--- config.mk ---
export PLATFORM = sky130hd
export DESIGN_NAME = binary_to_decimal_ascii
export DESIGN_NICKNAME = d
export VERILOG_FILES = /design/src/design/b2da_pkg.sv /design/src/design/b2da_datapath.sv /design/src/design/b2da_ctrl.sv /design/src/design/binary_to_decimal_ascii.sv
export SDC_FILE = /design/constraint.sdc
export NUM_CORES = 1
export LEC_CHECK = 0
export ABC_AREA = 1
export BUFFER_PORTS_ARGS = -buffer_cell sky130_fd_sc_hd__buf_4
export CAP_MARGIN = 20
export CELL_PAD_IN_SITES_DETAIL_PLACEMENT = 1
export CELL_PAD_IN_SITES_GLOBAL_PLACEMENT = 1
export CORE_MARGIN = 2
export CORE_UTILIZATION = 41
export CTS_BUF_LIST = sky130_fd_sc_hd__clkbuf_8
export DETAILED_ROUTE_END_ITERATION = 10
export PLACE_DENSITY = 0.85
export SYNTH_ARGS = -nofsm -noshare
export SYNTH_HDL_FRONTEND = slang
export SYNTH_SLANG_ARGS = --single-unit
--- constraint.sdc ---
create_clock -name aclk -period 3.5 [get_ports aclk]
set_clock_uncertainty 0.05 [all_clocks]
set_input_delay 1.05 -clock aclk [delete_from_list [all_inputs] [get_ports aclk]]
set_output_delay 1.05 -clock aclk [all_outputs]
set_load 0.02 [all_outputs]
--- src/design/b2da_pkg.sv ---
package b2da_pkg;

    localparam int VALUE_W    = 64;
    localparam int BCD_DIGITS = 20;
    localparam int BCD_W      = 4 * BCD_DIGITS;
    localparam int BITCNT_W   = $clog2(VALUE_W);
    localparam int DIGCNT_W   = $clog2(BCD_DIGITS);
    localparam int CHAR_W     = 8;

    localparam logic [CHAR_W-1:0] CHAR_MINUS = 8'h2D;
    localparam logic [CHAR_W-1:0] CHAR_ZERO  = 8'h30;

    typedef enum logic [2:0] {
        ST_IDLE,
        ST_CONV,
        ST_NORM,
        ST_SIGN,
        ST_EMIT
    } state_t;

    typedef struct packed {
        logic load;
        logic conv_step;
        logic digit_shift;
        logic sel_sign;
    } dp_cmd_t;

    typedef struct packed {
        logic conv_done;
        logic top_zero;
        logic ndig_zero;
        logic neg;
    } dp_status_t;

endpackage

--- src/design/b2da_datapath.sv ---
module b2da_datapath
    import b2da_pkg::*;
(
    input  logic                aclk,
    input  logic [VALUE_W-1:0]  s_value,
    input  logic                s_is_signed,
    input  dp_cmd_t             cmd,
    output dp_status_t          status,
    output logic [CHAR_W-1:0]   m_character,
    output logic                m_last
);

    logic [VALUE_W-1:0]  mag_reg, mag_next;
    logic [BCD_W-1:0]    bcd_reg, bcd_next;
    logic [BITCNT_W-1:0] bitcnt_reg, bitcnt_next;
    logic [DIGCNT_W-1:0] ndig_reg, ndig_next;
    logic                neg_reg, neg_next;
    logic [BCD_W-1:0]    bcd_adj;
    logic                in_neg;

    assign in_neg = s_is_signed && s_value[VALUE_W-1];

    always_comb begin
        for (int d = 0; d < BCD_DIGITS; d++) begin
            if (bcd_reg[4*d +: 4] >= 4'd5) begin
                bcd_adj[4*d +: 4] = bcd_reg[4*d +: 4] + 4'd3;
            end else begin
                bcd_adj[4*d +: 4] = bcd_reg[4*d +: 4];
            end
        end
    end

    always_comb begin
        mag_next    = mag_reg;
        bcd_next    = bcd_reg;
        bitcnt_next = bitcnt_reg;
        ndig_next   = ndig_reg;
        neg_next    = neg_reg;
        if (cmd.load) begin
            mag_next    = in_neg ? (VALUE_W'(0) - s_value) : s_value;
            bcd_next    = '0;
            bitcnt_next = '0;
            ndig_next   = DIGCNT_W'(BCD_DIGITS - 1);
            neg_next    = in_neg;
        end else if (cmd.conv_step) begin
            {bcd_next, mag_next} = {bcd_adj[BCD_W-2:0], mag_reg, 1'b0};
            bitcnt_next          = bitcnt_reg + BITCNT_W'(1);
        end else if (cmd.digit_shift) begin
            bcd_next  = {bcd_reg[BCD_W-5:0], 4'd0};
            ndig_next = ndig_reg - DIGCNT_W'(1);
        end
    end

    always_ff @(posedge aclk) begin
        mag_reg    <= mag_next;
        bcd_reg    <= bcd_next;
        bitcnt_reg <= bitcnt_next;
        ndig_reg   <= ndig_next;
        neg_reg    <= neg_next;
    end

    assign status.conv_done = (bitcnt_reg == BITCNT_W'(VALUE_W - 1));
    assign status.top_zero  = (bcd_reg[BCD_W-1 -: 4] == 4'd0);
    assign status.ndig_zero = (ndig_reg == '0);
    assign status.neg       = neg_reg;

    assign m_character = cmd.sel_sign ? CHAR_MINUS
                                      : (CHAR_ZERO | {4'd0, bcd_reg[BCD_W-1 -: 4]});
    assign m_last      = !cmd.sel_sign && status.ndig_zero;

endmodule

--- src/design/b2da_ctrl.sv ---
module b2da_ctrl
    import b2da_pkg::*;
(
    input  logic       aclk,
    input  logic       aresetn,
    input  logic       s_valid,
    output logic       s_ready,
    output logic       m_valid,
    input  logic       m_ready,
    input  dp_status_t status,
    output dp_cmd_t    cmd
);

    state_t state_reg, state_next;

    always_comb begin
        state_next = state_reg;
        unique case (state_reg)
            ST_IDLE: begin
                if (s_valid) state_next = ST_CONV;
            end
            ST_CONV: begin
                if (status.conv_done) state_next = ST_NORM;
            end
            ST_NORM: begin
                if (!status.top_zero || status.ndig_zero) begin
                    state_next = status.neg ? ST_SIGN : ST_EMIT;
                end
            end
            ST_SIGN: begin
                if (m_ready) state_next = ST_EMIT;
            end
            ST_EMIT: begin
                if (m_ready && status.ndig_zero) state_next = ST_IDLE;
            end
            default: state_next = ST_IDLE;
        endcase
    end

    always_comb begin
        s_ready         = 1'b0;
        m_valid         = 1'b0;
        cmd             = '0;
        unique case (state_reg)
            ST_IDLE: begin
                s_ready  = 1'b1;
                cmd.load = s_valid;
            end
            ST_CONV: begin
                cmd.conv_step = 1'b1;
            end
            ST_NORM: begin
                cmd.digit_shift = status.top_zero && !status.ndig_zero;
            end
            ST_SIGN: begin
                m_valid      = 1'b1;
                cmd.sel_sign = 1'b1;
            end
            ST_EMIT: begin
                m_valid         = 1'b1;
                cmd.digit_shift = m_ready && !status.ndig_zero;
            end
            default: begin
                cmd = '0;
            end
        endcase
    end

    always_ff @(posedge aclk) begin
        if (!aresetn) begin
            state_reg <= ST_IDLE;
        end else begin
            state_reg <= state_next;
        end
    end

    a_no_overlap: assert property (@(posedge aclk) disable iff (!aresetn)
        !(s_ready && m_valid))
        else $error("input accepted while a result is pending");

    a_load_starts_conv: assert property (@(posedge aclk) disable iff (!aresetn)
        (s_valid && s_ready) |=> (state_reg == ST_CONV))
        else $error("conversion did not start after load");

    a_conv_ends: assert property (@(posedge aclk) disable iff (!aresetn)
        (state_reg == ST_CONV && status.conv_done) |=> (state_reg == ST_NORM))
        else $error("conversion did not end after last bit");

    a_last_frees_input: assert property (@(posedge aclk) disable iff (!aresetn)
        (state_reg == ST_EMIT && m_ready && status.ndig_zero) |=> s_ready)
        else $error("block not idle after last character");

endmodule

--- src/design/binary_to_decimal_ascii.sv ---
// Binary to decimal ASCII converter, 64 bits.
//
// Input channel (s_valid/s_ready): one transaction carries s_value and
// s_is_signed. With s_is_signed high and bit 63 set the value is negative.
// Output channel (m_valid/m_ready): one transaction per character, most
// significant first; '-' leads negative values, m_last marks the final digit.
// Zero gives the single character '0'.
//
// After a load, the value is converted by one shift-add-3 step per input
// bit (one input bit per cycle); leading zero digits are then dropped (one
// digit per cycle) until a nonzero digit or the last digit is at the top,
// after which the first character is presented. A new character follows
// each one taken. One number is handled at a time: s_ready is high only
// while idle.
// If the receiver stalls, the current character holds until taken.
// Reset (aresetn low, synchronous) returns the controller to idle and
// drops any conversion in progress.
module binary_to_decimal_ascii
    import b2da_pkg::*;
(
    input  logic                aclk,
    input  logic                aresetn,
    input  logic                s_valid,
    output logic                s_ready,
    input  logic [VALUE_W-1:0]  s_value,
    input  logic                s_is_signed,
    output logic                m_valid,
    input  logic                m_ready,
    output logic [CHAR_W-1:0]   m_character,
    output logic                m_last
);

    dp_cmd_t    cmd;
    dp_status_t status;

    b2da_ctrl u_ctrl (
        .aclk    (aclk),
        .aresetn (aresetn),
        .s_valid (s_valid),
        .s_ready (s_ready),
        .m_valid (m_valid),
        .m_ready (m_ready),
        .status  (status),
        .cmd     (cmd)
    );

    b2da_datapath u_datapath (
        .aclk        (aclk),
        .s_value     (s_value),
        .s_is_signed (s_is_signed),
        .cmd         (cmd),
        .status      (status),
        .m_character (m_character),
        .m_last      (m_last)
    );

endmodule

# --- Yosys cells after proc, flatten, opt, wreduce, memory -nomap -nowiden ---
# Cells that the tools add are included.
op_classes:
  n_mux: 39
  bitwise: 1
  addsub: 23
  reduce_logical: 17
  eq_ne: 10
  magnitude_cmp: 20
op_table:
  columns: ["cell", "n"]
  rows:
  - ["$mux W64", 3]
  - ["$mux W80", 2]
  - ["$ge A4 B3 Y1 const B", 20]
  - ["$add A4 B2 Y4 const B", 19]
  - ["$mux W4", 19]
  - ["$sub A1 B64 Y64 const A", 1]
  - ["$mux W3", 7]
  - ["$pmux W3 S5", 1]
  - ["$add A6 B1 Y6 const B", 1]
  - ["$eq A3 B2 Y1 const B", 2]
  - ["$eq A6 B6 Y1 const B", 1]
  - ["$ne A2 B2 Y1 const B", 3]
  - ["$logic_and A1 B1 Y1", 5]
  - ["$logic_not A5 Y1", 1]
  - ["$mux W1", 5]
  - ["$mux W5", 1]
  - ["$reduce_and A5 Y1", 1]
  - ["$sub A5 B1 Y5 const B", 1]
  - ["$logic_not A4 Y1", 1]
  - ["$ne A2 B1 Y1 const B", 2]
  - ["$reduce_bool A2 Y1", 2]
  - ["$add A3 B2 Y3 const B", 1]
  - ["$eq A3 B1 Y1 const B", 1]
  - ["$eq A3 B3 Y1 const B", 1]
  - ["other kinds (7)", 9]
totals:
  output_inout_bits: 11
  inputBits: 69
  reg_bits: 159
  wordCells: 116

# --- Depth between registers and ports, before layout ---
# Gate-level depths: netlist of the first run.
depth:
  ltp_word: 6
  depth_mapped: 11

# --- Modules after synthesis ---
# A second synthesis of the first run with hierarchy kept.
hier_totals:
  cells_unflattened: 1565
  hier_area_um2: 10707.8
by_module_without_submodules:
  columns: ["mod", "seq_area_each_um2", "cells_each", "instances", "area_per_inst_um2"]
  rows:
  - ["b2da_datapath", 3773.6, 1509, 1, 10388.7]
  - ["b2da_ctrl", 60.1, 56, 1, 319.1]

# --- Least setup slack after synthesis of the first run ---
# Ideal clock, no wire load.
synth_timing:
  path_type: "input to register"
  from: "input port s_valid"
  to: "register u_datapath.mag_reg[0], enable pin"
  slack_ns: 0.106
  n_path_buf: 3
  required_time_ns: 3.032
  cell_stages: 7
  setup_time_ns: 0.418
  arrival_ns: 2.926
  path_cell_list: "nand2_1 buf_2 inv_2 buf_4 buf_4 nor2_1 inv_1"
synth_between:
  elab_chain_len: 2
synth_lines:
  columns: ["item", "line", "text"]
  rows:
  - ["from (decl)", "binary_to_decimal_ascii.sv:23", "input logic s_valid,"]
  - ["$mux W1", "b2da_ctrl.sv:44", "unique case (state_reg)"]
  - ["$reduce_bool A2 Y1 (no source line)", null, null]
  - ["to (signal assigned)", "b2da_datapath.sv:55", "mag_reg <= mag_next;"]
  - ["to (decl)", "b2da_datapath.sv:13", "logic [VALUE_W-1:0] mag_reg, mag_next;"]
# Every way passes these cells.
# A chain may end at the register's enable or synchronous reset.

# --- Worst setup path in the final report of the first run ---
layout_timing:
  from: "register u_ctrl.state_reg[1]"
  to: "output port m_character[0]"
layout_between:
  elab_chain_len: 3
layout_lines:
  columns: ["item", "line", "text"]
  rows:
  - ["from (decl)", "b2da_ctrl.sv:14", "state_t state_reg, state_next;"]
  - ["from (signal assigned)", "b2da_ctrl.sv:73", "state_reg <= state_next;"]
  - ["$eq A3 B2 Y1", "b2da_ctrl.sv:44", null]
  - ["$mux W1", "b2da_ctrl.sv:44", null]
  - ["$mux W5", "b2da_datapath.sv:67", "assign m_character = cmd.sel_sign ? CHAR_MINUS"]
  - ["to (decl)", "binary_to_decimal_ascii.sv:29", "output logic [CHAR_W-1:0] m_character,"]
# Every way passes these cells.

==> summary.md, run 1 <==
| Metric | Value |
|---|---|
| Root Driver | clkbuf_8 |
| CP cell instances | inv_2 > nor2_4 > nand2_1 > nand2_1 > buf_4 |
| Via count | 10700 |
| Setup violators final | 0 |
| Post-synth EDFFs | 65 |
| Fill cells | roughly 3400 |
| CP delay by family, top | simple AND/OR/NAND/NOR gates |
| Hold crit path type | flip-flop to flip-flop |
| Hold wc startpoint | u_datapath.bitcnt_reg[5] |
| Post-Route WL | 31500 um |
| GRT Overall Usage | 23.7% |
| Fraction of layout cells with a size suffix above 1 | under 10% |
| Syn Std Cell Area | 10700 um^2 |
| Post-DP HPWL | 22900 um |
| Slew HR | 41.3% |
| Die area | around 27000 um^2 |
| Die width | approximately 170 um |
| Startpoint Class | flip-flop |
| Nets | 1751 |
| Final hold vios | 0 |
| Status | complete, no violations |
| Most used DFF post-synth | dfxtp_1 |
| Max-cap viol count | 0 |
| Grt ovf | 0 |
| Unique masters post-synth | 40 |
| Via density | between 5 and 6 |
| DRC Markers | 0 |
| Number of warnings issued by yosys | 0 |
| Sequential-to-total area share from yosys stat | roughly 36% |
| Worst R2R Start | u_ctrl.state_reg[2] |
| Initial drt markers | between 600 and 700 |
| Initial Util | just over 40% |
| Slowest-stage cell, CP | dfxtp_1 |
| Post-synthesis adder-cell area fraction | 5.26% |
| CP Buf/Inv Count | 2 |
| Pin count of the biggest net entering global routing | 92 |
| Post-DRT Antenna Nets | 0 |
| Setup TNS | 0 ns |
| Unrepaired setup endpoints after global routing | false |
| Clk Latency, worst-skew pair | 0.48 ns |
| Drt pass-1 iters | 7 |
| Worst Max-Slew Pin Slew | a little under 0.9 ns |
| Hold buffers post-CTS | 0 |
| Gpl congestion | 0.886 |
| Antenna diodes | 0 |
| Post-CTS Setup Bufs | 0 |
| Quantity of I/O buffers inserted on ports | 76 |
| Clock Pin Slew Worst Setup and Hold Paths | 0.10 ns |
| Fmax | 0.353 GHz |
| Commonest non-fill, non-tap cell in the layout | nand2_1 |
| Mapped Cells | between 1500 and 2000 |
| Antenna violations before repair | 0 |
| Period utilization | 80.9% |
| Largest family of logic cells by synthesized area | simple AND/OR/NAND/NOR gates |
| Worst EP arrival | ~1.7 ns |
| Leakage | 4.73 nW |
| Post-route minimum period | 2.83 ns |
| Final worst slack | 0.668 ns |
| Multiplexer share of the synthesized area | 0% |
| Worst vdd ir | roughly 0.00047 V |
| Post-Synth XOR/XNOR Area | under 10% |
| Avg Synthesized Cell Area | 6.73 um^2 |
| DP Area | 11500 um^2 |
| First-pass GRT wire length | 52000 um |
| Ports | 80 |
| Asr flop ratio synth | 0% |
| Die H | 166 um |
| Clock Path Buffers | 2 |
| Core area | roughly 26000 um^2 |
| Commonest cells after routing, fill and taps aside | 456 x nand2_1, 197 x nor2_1, 170 x a21oi_1, 146 x inv_1, 113 x o21ai_0 |
| # rows | ~60 |
| Max incr delay on CP | 0.44 ns |
| Clock sinks | 159 |
| Pins Over Slew Limit | 0 |
| Area of all placed cells without fillers | 11900 um^2 |
| Number of gates resized after cts | 0 |
| Num CTS Buffers | 17 |
| Area Overhead vs Synth | 10.9% |
| Pwr dens | between 600 and 700 nW/um^2 |
| Critical path origin | u_ctrl.state_reg[1] |
| Complex-gate fraction of the synthesized area | 15.6% |
| Max reg flops | 80 |
| Crit end category | primary output |
| H-Tree Depth | 4 |
| CP Data Required Time | 2.40 ns |
| Synthesized flop and latch total | roughly 160 |
| Simple-gate portion of the synthesized area | 31.5% |
| Post-DR wirelength/cell | 15.9 um |
| Critical path type | flip-flop to primary output |
| Number of global-route vias before repair | 10900 |
| Place WS | 0.466 ns |
| Critical path fanouts, max | 7 |
| Critical path's most frequent cell | nand2_1 |
| CTS tree | yes |
[where the power goes]
group / switching, mW / leakage (nW) / total, mW / internal (mW)
sequential: 0.189 / 1.39 / 2.86 / 2.67
combinational: 2.29 / 3.13 / 3.06 / 0.769
clock: 0.798 / 0.214 / 1.52 / 0.718
[worst register-to-register path, stage by stage (launching register included)]
cell and delay [ns]:
dfxtp_1 0.40, nor2_1 0.19, nand2_2 0.36, inv_2 0.29, buf_4 0.44, o21ai_0 0.22, a21oi_1 0.20, a21oi_1 0.08
a21oi_1 0.14
[layout make-up]
cell class                      instances  area [um^2]  share of cell area (%)
Clock buffer                           17          234                    1.97
Multi-Input combinational cell       1219         5940                    50.1
Clock inverter                         15          184                    1.55
Inverter                              154          586                    4.93
Timing Repair Buffer                   86          671                    5.65
Sequential cell                       159         3830                    32.3
Tap cell                              335          419                    3.53
[Yosys cell counts (2+ instances only)]
master	number	area share, %
a21oi_1	170	8.0
a22oi_1	5	0.35
a31oi_1	18	1.1
buf_1	2	0.070
buf_2	21	0.98
buf_4	21	1.5
buf_6	3	0.32
clkbuf_1	11	0.39
conb_1	2	0.070
dfxtp_1	94	18
edfxtp_1	65	18
ha_1	45	5.3
inv_1	147	5.2
inv_2	6	0.21
nand2_1	457	16
nand2_2	4	0.23
nand3_1	81	3.8
nand3b_1	11	0.77
nand4_1	16	0.94
nor2_1	197	6.9
nor2_2	2	0.12
nor2_4	2	0.21
nor3_1	28	1.3
nor3b_1	9	0.63
o211ai_1	4	0.28
o21ai_0	113	5.3
o21ai_2	4	0.33
o22ai_1	3	0.18
or2_2	2	0.12
xnor2_1	13	1.1
xor2_1	24	2.0
[layer usage]
layer  global-route usage (%)  wire length [um]  vias up  part of all wire (%)
li1                         -                 -     5300                     -
met1                     29.4             14300     5175                    45
met2                     41.9             15600      196                    49
met3                     3.80              1090       41                   3.5
met4                     7.45               595        0                   1.9
met5                        0                 0        -                     0
[metrics by stage]
| step | util (%) | power (mW) | instances | hold slack (ns) |
|---|---|---|---|---|
| after global routing | 45.9 | 7.97 | 1985 | 0.463 |
| after detailed placement | 44.3 | 5.98 | 1953 | 0.416 |
| after CTS | 45.9 | 7.50 | 1985 | 0.433 |
| after global placement | 44.3 | 5.88 | 1953 | 0.401 |
| after floorplan | - | 5.16 | 1590 | 0.389 |
| final | 45.9 | 7.43 | 1985 | 0.427 |
[logic make-up after synthesis]
| group | Yosys count |
|---|---|
| adders and majority gates | 45 |
| and+or+nand+nor | 814 |
| buffers and inverters | 212 |
| xor gates and xnor gates | 37 |
| DFF | 159 |
| AOI/OAI and AO/OA | 320 |
| other | 2 |
[final timing paths]
check,slack (ns),to,cells after the start
setup / recovery,0.67,m_character[0],5
setup reg to reg,1.07,u_datapath.bcd_reg[13],8
hold reg to reg,0.43,u_datapath.bitcnt_reg[5],2
hold / removal,0.43,u_datapath.bitcnt_reg[5],2
No activity file was read; power rests on OpenSTA's default activity.
==> run 2: changes to the inputs <==
==> constraint.sdc (replaced) <==
create_clock -name aclk -period 2.55 [get_ports aclk]
set_clock_uncertainty 0.05 [all_clocks]
set_input_delay 0.765 -clock aclk [delete_from_list [all_inputs] [get_ports aclk]]
set_output_delay 0.765 -clock aclk [all_outputs]
set_load 0.02 [all_outputs]
==> run 2 against run 1 <==
Combinational power up 46%. Critical path depth unchanged. Count of clock-buffer cells in the layout up 1.
==> summary.md, run 2 (synthesis results as in run 1) <==
| Metric | Value |
|---|---|
| # rows | 59 (unchanged) |
| Worst vdd ir | 0.000604 V (+29%) |
| Die area | 27400 um^2 (unchanged) |
| Die width | 166 um (unchanged) |
| Hold buffers post-CTS | 0 (unchanged) |
| Antenna diodes | 0 (unchanged) |
| Worst r2r path cells | 9 (+1) |
| Clock Pin Slew Worst Setup and Hold Paths | 0.10 ns (about the same) |
| Hold crit path type | flip-flop to flip-flop |
| Final worst slack | 0.180 ns (-0.488 ns) |
| Area Overhead vs Synth | 12.7% |
| Worst EP arrival | 1.55 ns (-0.18 ns) |
| Final total power | 10.4 mW (+39%) |
| Pwr dens | 859 nW/um^2 (+37%) |
| Commonest cells after routing, fill and taps aside | 456 x nand2_1, 196 x nor2_1, 170 x a21oi_1, 148 x inv_1, 113 x o21ai_0 |
| Clock Path Buffers | 2 (unchanged) |
| Unrepaired setup endpoints after global routing | false |
| GRT Overall Usage | 24.3% (+0.63 points) |
| Initial Util | 41.4% (unchanged) |
| Max reg flops | 80 (unchanged) |
| CP cell instances | nor2_4 > nand2_1 > inv_1 > nor2_1 > buf_4 |
| Post-DR wirelength/cell | 16.2 um (+2.3%) |
| Place WS | -0.0714 ns (-0.537 ns) |
| Gpl congestion | 0.879 (-0.82%) |
| Fmax | 0.422 GHz |
| Post-route minimum period | 2.37 ns |
| Pins Over Slew Limit | 0 (unchanged) |
| Initial drt markers | 725 (+13%) |
| Crit end category | primary output |
| CP Data Required Time | 1.74 ns (-0.66 ns) |
| Grt ovf | 0 (unchanged) |
| Nets | 1770 (+1.1%) |
| DRC Markers | 0 (unchanged) |
| Antenna violations before repair | 0 (unchanged) |
| Via count | 10800 (+0.89%) |
| First-pass GRT wire length | 53400 um (+2.7%) |
| Status | complete, no violations |
| Fraction of layout cells with a size suffix above 1 | 9.71% (+0.98 points) |
| Root Driver | clkbuf_8 |
| Ports | 80 (unchanged) |
| Switching part of the total | 44.2% (+0.092 points) |
| Max-cap viol count | 0 (unchanged) |
| Number of gates resized after cts | 0 (unchanged) |
| Startpoint Class | flip-flop |
| Num CTS Buffers | 17 (unchanged) |
| CTS tree | yes |
| Seq pwr share | 38.0% (-0.5 points) |
| Int Pwr | 5.79 mW (+39%) |
| CP Buf/Inv Count | 2 (unchanged) |
| Via density | 5.39 (about the same) |
| Core Util, Final | 46.7% (+0.74 points) |
| Critical path type | flip-flop to primary output |
| Post-DRT Antenna Nets | 0 (unchanged) |
| Final hold vios | 0 (unchanged) |
| Leakage | 4.83 nW (+2.0%) |
| Clock Power Share | 18.8% (-1.6 points) |
| Period utilization | roughly 93% |
| Die H | 166 um (unchanged) |
| Max incr delay on CP | 0.49 ns (+0.05 ns) |
| Number of global-route vias before repair | 10900 (-0.17%) |
| Pin count of the biggest net entering global routing | 92 (unchanged) |
| Setup violators final | 0 (unchanged) |
| Hold depth | 1 (-1) |
| Crit path depth | 5 (unchanged) |
| Core area | 25800 um^2 (unchanged) |
| Post-DP HPWL | 23500 um (+2.9%) |
| Quantity of I/O buffers inserted on ports | 76 (unchanged) |
| H-Tree Depth | 4 (unchanged) |
| Critical path fanouts, max | 7 (unchanged) |
| Drt pass-1 iters | 5 (-2) |
| Gate power share | 43.2% (+2.1 points) |
| Clk Latency, worst-skew pair | 0.46 ns (-0.02 ns) |
| Post-Route WL | 32600 um (+3.3%) |
| Commonest non-fill, non-tap cell in the layout | nand2_1 |
| Post-CTS Setup Bufs | 0 (unchanged) |
| Worst Max-Slew Pin Slew | 0.575 ns (-0.306 ns) |
| Clock sinks | 159 (unchanged) |
| Slowest-stage cell, CP | dfxtp_1 |
| Slew HR | 61.6% (+20 points) |
| CP delay by family, top | flip-flops |
| Fill cells | 3472 (+2.0%) |
| Net Sw Power | 4.58 mW (+40%) |
run 2: final timing paths:
path | startpoint | end | slack [ns]
setup / recovery | u_ctrl.state_reg[2] | m_last | 0.18
hold / removal | u_datapath.ndig_reg[4] | u_datapath.ndig_reg[4] | 0.43
setup reg to reg | u_datapath.ndig_reg[1] | u_datapath.bcd_reg[15] | 0.46
hold reg to reg | u_datapath.ndig_reg[4] | u_datapath.ndig_reg[4] | 0.43
run 2: power by group through the flow:
| stage | logic (mW) | registers (mW) | clock network (mW) |
|---|---|---|---|
| after floorplan | 3.24 | 3.91 | 0 |
| after global placement | 4.35 | 3.95 | 0 |
| after detailed placement | 4.51 | 3.98 | 0 |
| after CTS | 4.53 | 3.93 | 1.97 |
| after global routing | 4.98 | 4.01 | 2.08 |
| final | 4.48 | 3.93 | 1.95 |
run 2: cell type report:
type                    instances  area (um^2)  area share (%)
inverters                     154          589            4.89
well taps                     335          419            3.48
clock buffers                  18          248            2.05
flip-flops and latches        159         3830            31.8
clock inverters                14          143            1.18
multi-input cells            1219         5960            49.5
repair buffers                105          863            7.16
run 2: stage by stage:
step	TNS (ns)	hold WS [ns]	area [um^2]	instances
2_1_floorplan	-8.88	0.389	10700	1590
3_3_place_gp	0	0.399	11700	1972
3_5_place_dp	-0.549	0.422	11700	1972
4_1_cts	0	0.440	12100	2004
5_1_grt	0	0.469	12100	2004
6_report	0	0.433	12100	2004
run 2: layer usage:
layer,global-route usage (%),part of all wire (%),up-vias
li1,-,-,5324
met4,6.94,2.1,0
met3,3.32,3.9,53
met1,30.1,44,5211
met5,0,0,-
met2,43.9,50,219
==> run 3: changes to the inputs <==
--- a/config.mk
+++ b/config.mk
@@ -14,7 +14,9 @@
 export CORE_UTILIZATION = 41
 export CTS_BUF_LIST = sky130_fd_sc_hd__clkbuf_8
 export DETAILED_ROUTE_END_ITERATION = 10
+export GPL_TIMING_DRIVEN = 0
 export PLACE_DENSITY = 0.85
+export SLEW_MARGIN = 5
 export SYNTH_ARGS = -nofsm -noshare
 export SYNTH_HDL_FRONTEND = slang
 export SYNTH_SLANG_ARGS = --single-unit
==> run 3 against run 2 <==
Via count increased by 2.3%. Core utilization increased by 0.74 points. Cell area increased by 1.6%. Combinational power increased by 17%. Largest cell class unchanged.
==> summary.md, run 3 (synthesis results as in run 1) <==
| Metric | Value |
|---|---|
| Fill cells | 3388 (-2.4%) |
| Fmax | 0.419 GHz (-0.80%) |
| GRT Overall Usage | 26.2% (+1.9 points) |
| Initial drt markers | 621 (-14%) |
| Status | complete, no violations |
| Nets | 1803 (+1.9%) |
| Post-route minimum period | 2.39 ns (+0.0191 ns) |
| CTS tree | yes |
| Startpoint Class | flip-flop |
| CP Buf/Inv Count | 6 (+4) |
| Number of global-route vias before repair | 11300 (+3.9%) |
| Via density | 5.43 (+0.64%) |
| Clk Latency, worst-skew pair | 0.47 ns (about the same) |
| Unrepaired setup endpoints after global routing | false |
| Fin cells | 2037 (+1.6%) |
| Pin count of the biggest net entering global routing | 30 (-67%) |
| Die H | 166 um (unchanged) |
| Core area | 25800 um^2 (unchanged) |
| Initial Util | 41.4% (unchanged) |
| Clock Pin Slew Worst Setup and Hold Paths | 0.08 ns (-0.02 ns) |
| Worst hold slack | 0.436 ns (+0.00297 ns) |
| # rows | 59 (unchanged) |
| Setup violators final | 0 (unchanged) |
| Post-DR wirelength/cell | 17.3 um (+6.4%) |
| Gpl congestion | 0.927 (+5.5%) |
| Post-DP HPWL | 26300 um (+12%) |
| Leakage | 4.96 nW (+2.8%) |
| Place WS | -0.629 ns (-0.558 ns) |
| Critical path's most frequent cell | buf_6 |
| Max-cap viol count | 0 (unchanged) |
| Antenna violations before repair | 0 (unchanged) |
| Commonest non-fill, non-tap cell in the layout | nand2_1 |
| R2r setup slk | 0.16 ns (-0.30 ns) |
| Antenna diodes | 0 (unchanged) |
| Quantity of I/O buffers inserted on ports | 76 (unchanged) |
| Worst r2r path cells | 9 (unchanged) |
| Fraction of layout cells with a size suffix above 1 | 10.6% (+0.93 points) |
| Critical path origin | u_ctrl.state_reg[2] |
| Final total power | 11.3 mW (+9.4%) |
| Die area | 27400 um^2 (unchanged) |
| Post-Route WL | 35200 um (+8.1%) |
| Post-DRT Antenna Nets | 0 (unchanged) |
| Max incr delay on CP | 0.46 ns (-0.03 ns) |
| Critical Path Sink | u_datapath.mag_reg[48] |
| Final hold vios | 0 (unchanged) |
| Worst R2R Start | u_ctrl.state_reg[2] |
| Commonest cells after routing, fill and taps aside | 456 x nand2_1, 196 x nor2_1, 170 x a21oi_1, 150 x inv_1, 113 x o21ai_0 |
| Crit path depth | 9 (+4) |
| Worst EP arrival | 2.49 ns (+0.94 ns) |
| Via count | 11100 (+2.3%) |
| Max reg flops | 80 (unchanged) |
| Core Util, Final | 47.4% (+0.74 points) |
| Critical path fanouts, max | 12 (+5) |
| Slowest-stage cell, CP | nor3_2 |
| Pins Over Slew Limit | 0 (unchanged) |
| CP delay by family, top | buffers and inverters |
| Hold crit path type | flip-flop to flip-flop |
| H-Tree Depth | 4 (unchanged) |
| Grt ovf | 0 (unchanged) |
| Worst vdd ir | 0.000440 V (-27%) |
| Critical path type | flip-flop to flip-flop |
| Clock Path Buffers | 2 (unchanged) |
| CP cell instances | nor3_2 > nand2_8 > buf_6 > inv_4 > buf_6 > buf_6 > nor2_4 > clkinvlp_4 > buf_4 |
| Hold buffers post-CTS | 0 (unchanged) |
| First-pass GRT wire length | 56400 um (+5.6%) |
| Critical R2R Capture | u_datapath.mag_reg[48] |
| Period utilization | 93.7% (+0.75 points) |
| Num CTS Buffers | 17 (unchanged) |
| Drt pass-1 iters | 5 (unchanged) |
| Slew HR | 41.1% (-20 points) |
| Die width | 166 um (unchanged) |
| Pwr dens | 926 nW/um^2 (+7.7%) |
| Dpl cells | 2002 (+1.5%) |
| Worst Max-Slew Pin Slew | 0.884 ns (+0.308 ns) |
| Final worst slack | 0.161 ns (-0.0191 ns) |
| DRC Markers | 0 (unchanged) |
| CP Data Required Time | 2.65 ns (+0.91 ns) |
| Area Overhead vs Synth | 14.5% |
| Clock sinks | 159 (unchanged) |
| Crit end category | flip-flop |
| Root Driver | clkbuf_8 |
| Ports | 80 (unchanged) |
[run 3: cell count changes in the layout (fill, tap and decap cells not counted), sizes merged]
cell / previous run / this run
inv: 157 / 159
bufinv: 2 / 5
clkinv: 5 / 2
clkbuf: 18 / 29
buf: 105 / 127
clkinvlp: 4 / 2
[run 3: metrics by stage]
| stage | area [um^2] | setup TNS, ns |
|---|---|---|
| floorplan | 10700 | -8.88 |
| global placement | 11700 | -62.47 |
| detailed placement | 11800 | -36.86 |
| CTS | 12200 | 0 |
| global route | 12300 | 0 |
| finish | 12300 | 0 |
[run 3: worst min path at each step]
stage	startpoint	endpoint	depth (start not counted)
2_1_floorplan	u_datapath.bitcnt_reg[5]	u_datapath.bitcnt_reg[5]	2
3_3_place_gp	u_datapath.bitcnt_reg[5]	u_datapath.bitcnt_reg[5]	2
3_5_place_dp	u_datapath.ndig_reg[1]	u_datapath.ndig_reg[1]	2
4_1_cts	u_datapath.bitcnt_reg[5]	u_datapath.bitcnt_reg[5]	2
5_1_grt	u_datapath.bcd_reg[1]	u_datapath.bcd_reg[1]	2
6_report	u_datapath.bitcnt_reg[5]	u_datapath.bitcnt_reg[5]	2
[run 3: layout make-up]
class                   count  area (um^2)  share of cell area (%)
inverters                 154          589                    4.81
clock inverters            13          194                    1.58
multi-input cells        1219         5960                    48.7
flip-flops and latches    159         3830                    31.3
repair buffers             80          626                    5.11
clock buffers              19          262                    2.13
repair inverters            1         7.51                  0.0613
plain buffers              57          355                    2.90
well taps                 335          419                    3.42
[run 3: worst register-to-register path, cell delays in order, from the launching register on]
cell and delay [ns]:
dfxtp_1 0.39, nor3_2 0.46, nand2_8 0.08, buf_6 0.18, inv_4 0.06, buf_6 0.18, buf_6 0.20, nor2_4 0.09
clkinvlp_4 0.15, buf_4 0.24
[run 3: layer usage]
layer  global-route usage (%)  up-vias  share of wire [%]
li1                         -     5406                  -
met1                     31.8     5358                 44
met2                     47.5      233                 50
met3                     3.52       58                3.6
met4                     9.05        0                2.8
met5                        0        -                  0
[run 3: power breakdown]
group          switching [mW]  internal, mW  total, mW  leakage, nW
Clock                    1.01          1.21       2.22        0.246
Combinational            3.71          1.51       5.22         3.33
Sequential              0.251          3.66       3.91         1.39
Total                    4.97          6.38       11.3         4.96
[run 3: repair_timing]
action                                 in CTS  in global routing
setup endpoints to repair                  64                 46
endpoints found under the hold margin       0                  0
cloned                                      1                  0
buffers inserted                            2                  1
pin swaps                                   0                  0
gates resized for setup                     1                  0
